File: src/rtl/core/assert_macros.svh
// assertion macros used by the top level rtl file
`ifndef ASSERT_MACROS_SVH
`define ASSERT_MACROS_SVH

// property checked on every rising clk edge outside reset
`define RTUF_ASSERT(name, prop, msg) \
  name: assert property (@(posedge clk) disable iff (rst) (prop)) else $error(msg);

// property checked on every rising clk edge, reset included
`define RTUF_ASSERT_ALWAYS(name, prop, msg) \
  name: assert property (@(posedge clk) (prop)) else $error(msg);

`endif

File: src/rtl/core/rtuf_pkg.sv
// types and constants of the ratio test unique match filter
package rtuf_pkg;

  localparam int DIST_FIELD_W = 10;
  localparam int IDX_W        = 11;
  localparam int RATIO_W      = 9;
  localparam int MAXD_W       = 10;
  localparam int CODE_W       = 3;
  localparam int EPOCH_BITS   = 8;

  localparam int IN_DATA_W  = 48;
  localparam int IN_USER_W  = 1;
  localparam int OUT_DATA_W = 24;
  localparam int OUT_USER_W = 4;

  localparam int CFG_ADDR_W = 3;
  localparam int CFG_DATA_W = 32;

  localparam logic [RATIO_W-1:0] RATIO_RESET = 9'd179;
  localparam logic [MAXD_W-1:0]  MAXD_RESET  = 10'd31;

  localparam logic [EPOCH_BITS-1:0] EPOCH_CLEAR = '0;
  localparam logic [EPOCH_BITS-1:0] EPOCH_FIRST = 8'd1;
  localparam logic [EPOCH_BITS-1:0] EPOCH_LAST  = '1;

  localparam logic [CODE_W-1:0] CODE_OK    = 3'd0;
  localparam logic [CODE_W-1:0] CODE_RATIO = 3'd1;
  localparam logic [CODE_W-1:0] CODE_FAR   = 3'd2;
  localparam logic [CODE_W-1:0] CODE_QSEEN = 3'd3;
  localparam logic [CODE_W-1:0] CODE_TSEEN = 3'd4;

  localparam logic REG_RATIO = 1'b0;
  localparam logic REG_MAXD  = 1'b1;

  typedef struct packed {
    logic [RATIO_W-1:0] ratio_q8;
    logic [MAXD_W-1:0]  max_distance;
  } cfg_t;

endpackage

File: src/rtl/core/rtuf_cfg.sv
// apb register file for ratio threshold and distance limit
module rtuf_cfg (
  input  logic                             clk,
  input  logic                             rst,
  input  logic                             psel,
  input  logic                             penable,
  input  logic                             pwrite,
  input  logic [rtuf_pkg::CFG_ADDR_W-1:0]  paddr,
  input  logic [rtuf_pkg::CFG_DATA_W-1:0]  pwdata,
  output logic [rtuf_pkg::CFG_DATA_W-1:0]  prdata,
  output logic                             pready,
  output rtuf_pkg::cfg_t                   cfg
);
  import rtuf_pkg::*;

  logic [RATIO_W-1:0] ratio_q8;
  logic [MAXD_W-1:0]  max_distance;
  logic               wr;

  assign wr     = psel & penable & pwrite;
  assign pready = 1'b1;

  always_ff @(posedge clk) begin
    if (rst) begin
      ratio_q8     <= RATIO_RESET;
      max_distance <= MAXD_RESET;
    end else if (wr) begin
      case (paddr[2])
        REG_RATIO: ratio_q8 <= pwdata[RATIO_W-1:0];
        REG_MAXD:  max_distance <= pwdata[MAXD_W-1:0];
        default: ;
      endcase
    end
  end

  always_comb begin
    case (paddr[2])
      REG_RATIO: prdata = CFG_DATA_W'(ratio_q8);
      REG_MAXD:  prdata = CFG_DATA_W'(max_distance);
      default:   prdata = '0;
    endcase
  end

  assign cfg.ratio_q8     = ratio_q8;
  assign cfg.max_distance = max_distance;

endmodule

File: config.mk
export PLATFORM = sky130hd
export DESIGN_NAME = rtuf_cfg
export DESIGN_NICKNAME = d
export VERILOG_FILES = /design/src/rtl/core/assert_macros.svh /design/src/rtl/core/rtuf_pkg.sv /design/src/rtl/core/rtuf_cfg.sv
export SDC_FILE = /design/constraint.sdc
export NUM_CORES = 1
export LEC_CHECK = 0
export BUFFER_PORTS_ARGS = -buffer_cell sky130_fd_sc_hd__buf_2
export CORE_MARGIN = 5
export CORE_UTILIZATION = 34
export CTS_CLUSTER_SIZE = 25
export DETAILED_ROUTE_END_ITERATION = 12
export PLACE_DENSITY = 0.75
export SYNTH_ARGS = -nofsm -noshare
export SYNTH_HDL_FRONTEND = slang
export SYNTH_SLANG_ARGS = --single-unit
export TNS_END_PERCENT = 50
File: constraint.sdc
create_clock -name clk -period 0.8 [get_ports clk]
set_input_delay 0.04 -clock clk [delete_from_list [all_inputs] [get_ports clk]]
set_output_delay 0.04 -clock clk [all_outputs]
set_load 0.05 [all_outputs]
==> flow_summary.json <==
{
  "postRouteAntennaNets": 0,
  "io_pins": 92,
  "multiInputGateArea_um2": 642,
  "floorplan.initialDensity_pct": 35.4,
  "cts_buffers": 3,
  "synth_most_common_cell": "buf_4",
  "crit_type": "register to output pin",
  "grt_pass1_wl_um": 4420,
  "synth_top_cells_by_count": "buf_4, dfxtp_1, mux2i_1",
  "path_cells": "mux2_4 -> buf_6",
  "worstMarginPinSlew_ns": 0.610,
  "min_path_cells": 3,
  "cts_tree": "done",
  "worstHoldStart": "pwdata[8]",
  "max_cap_violations": 0,
  "critical-path-top-delay-family": "flip-flops",
  "reg2reg_from": "ratio_q8[7]$_SDFFE_PP1P_",
  "final_core_util_pct": 63.9,
  "total_power_mw": 2.22,
  "end_kind": "output pin",
  "maxSlewViolCount": 0,
  "violations": "setup timing",
  "area_growth_pct": 80.3,
  "routed_wl_um": 3050,
  "synth_edf_count": 0,
  "synthFlopType": "dfxtp_1",
  "cp_data_required_time_ns": 0.76,
  "synth_warnings": 0,
  "vias": 980,
  "h-tree-depth": 1,
  "ys_seq_elements": 19,
  "wl_per_cell_um": 13.0,
  "synth_cell_types": 14,
  "track_usage_pct": 12.8,
  "antenna_cells": 0,
  "num-fill-cells": 270,
  "crit_fanout": 2,
  "antenna_found_initial": 0,
  "outcome": "complete, but fails checks",
  "gp_congestion": 0.706,
  "worst_slack_ns": -0.318,
  "yosys-top-cells-area": "dfxtp_1, mux2i_1, buf_4",
  "clockBufferDepth": 2,
  "grt_setup_unrepaired": "true",
  "hold_end": "ratio_q8[8]$_SDFFE_PP0P_",
  "worstRegToRegCells": 5,
  "fin_skew_ns": 0,
  "nNetsFinal": 231,
  "synthCells": 115,
  "vdd_drop_max_mv": 0.481,
  "via_per_inst": 4.19,
  "max_stage_delay_ns": 0.36,
  "grt_overflow": 0,
  "clock-root-buffer": "clkbuf_4",
  "die_area_mm2": 0.00444,
  "grt_max_degree": 34,
  "dieWidth_um": 66.6,
  "syn_area_per_cell_um2": 9.49,
  "start_kind": "register",
  "clk_latency_ns": 0.28,
  "hold_path_class": "input port to register",
  "finalSetupViolCount": 31,
  "max_slew_margin_pct": 59.3,
  "drive_above_1_share_pct": 61.1,
  "core_mm2": 0.00308,
  "max_freq_ghz": 0.895,
  "cts.sinks": 19,
  "synth_top_area_cell": "dfxtp_1",
  "pwr_density_cell_mw_per_mm2": 1130,
  "netlist.area_leader.share_pct": 34.9,
  "slowest_stage": "dfxtp_4",
  "fin_crit_sh_pct": 140,
  "die_y_um": 66.6,
  "syn-cell-area_mm2": 0.00109,
  "leakagePower_nw": 0.896,
  "synthArstFlopShare_pct": 0,
  "crit_buf_inv": 1,
  "rows": 20,
  "dp_hpwl_um": 2080,
  "seq_area_um2": 449,
  "port_buffers": 44,
  "grt_pass1_vias": 1014,
  "worstPathArrival_ns": 1.08,
  "r2r_end": "ratio_q8[7]$_SDFFE_PP1P_",
  "finalHoldViolCount": 0,
  "drt_iter0_drc": 28,
  "rrSetupSlack_ns": -0.13,
  "min_period_ns": 1.12,
  "clkTransAtPathRegs_ns": 0.11,
  "yosysSeqAreaShare_pct": 34.9,
  "drtPass1Iterations": 3,
  "drc": 0
}
==> through the flow <==
step / instances / area, µm² / TNS (ns) / hold WS [ns] / worst slack (ns)
after floorplan: 136 / 1270 / -0.0103 / 0.184 / -0.0103
after global placement: 218 / 1530 / -1.49 / 0.303 / -0.0750
after detailed placement: 218 / 1530 / -1.79 / 0.313 / -0.0917
after CTS: 227 / 1830 / -6.43 / 0.00319 / -0.327
after global routing: 234 / 1970 / -8.05 / 0.00158 / -0.372
final: 234 / 1970 / -6.28 / 0.0105 / -0.318
==> layout by cell type, fill, tap and decap left out <==
| cell | instances |
|---|---|
| nor2_4 | 2 |
| dfxtp_4 | 18 |
| dlygate4sd3_1 | 4 |
| mux2_4 | 9 |
| and4_1 | 1 |
| dfxtp_2 | 1 |
| nand4b_1 | 1 |
| buf_2 | 15 |
| nand2b_1 | 16 |
| buf_12 | 2 |
| clkinv_2 | 1 |
| nor2_1 | 9 |
| conb_1 | 23 |
| clkbuf_4 | 3 |
| buf_4 | 15 |
| buf_8 | 11 |
| mux2i_1 | 19 |
| and2_4 | 1 |
| buf_6 | 32 |
| nor2_2 | 6 |
| and4b_1 | 1 |
==> kinds of logic after synthesis <==
kind of cell	synth area share [%]
buffers and inverters	19.6
flip-flops	34.9
multiplexers	26.7
other	0.688
AND/OR/NAND/NOR	18.1
==> how the worst max path moves through the flow <==
| stage | start | end | slack (ns) | cells past startpoint |
|---|---|---|---|---|
| 2_1_floorplan | max_distance[9]$_SDFFE_PP0P_ | prdata[9] | -0.01 | 1 |
| 3_3_place_gp | paddr[2] | prdata[5] | -0.08 | 4 |
| 3_5_place_dp | paddr[2] | prdata[5] | -0.09 | 4 |
| 4_1_cts | ratio_q8[6]$_SDFFE_PP0P_ | prdata[6] | -0.33 | 2 |
| 5_1_grt | ratio_q8[5]$_SDFFE_PP1P_ | prdata[5] | -0.37 | 2 |
| 6_report | ratio_q8[5]$_SDFFE_PP1P_ | prdata[5] | -0.32 | 2 |
==> cell type report <==
cell class	instances	area share, %
tap	44	2.80
timing repair buffer	79	40.3
sequential	19	22.8
multi-input combinational	88	32.6
clock inverter	1	0.254
clock buffer	3	1.15
==> registers in the layout, indices dropped and copies added (netlist names) <==
register	flops
max_distance	10
ratio_q8	9
==> worst min-delay path, cell delays in order <==
cell and delay [ns]:
buf_2 0.09, nand2b_1 0.08, mux2i_1 0.06
==> report_power, final <==
group | internal (mW) | switching, mW | total (mW)
Combinational | 0.273 | 0.536 | 0.810
Clock | 0.186 | 0.296 | 0.481
Sequential | 0.920 | 0.0133 | 0.933
==> what timing repair did <==
action,4_1_cts,5_1_grt
resized for setup,68,26
hold buffers,3,1
hold endpoints to repair,3,1
endpoints found under the setup margin,29,39
pin swaps,2,4
setup buffers,2,7
==> routing by layer <==
layer	vias up	GRT usage [%]	share of wire, %
li1	483	-	-
met3	0	2.87	6.2
met5	-	0	0
met2	38	24.1	57
met1	459	14.2	37
met4	0	3.30	0
No activity file was read; power rests on OpenSTA's default activity.
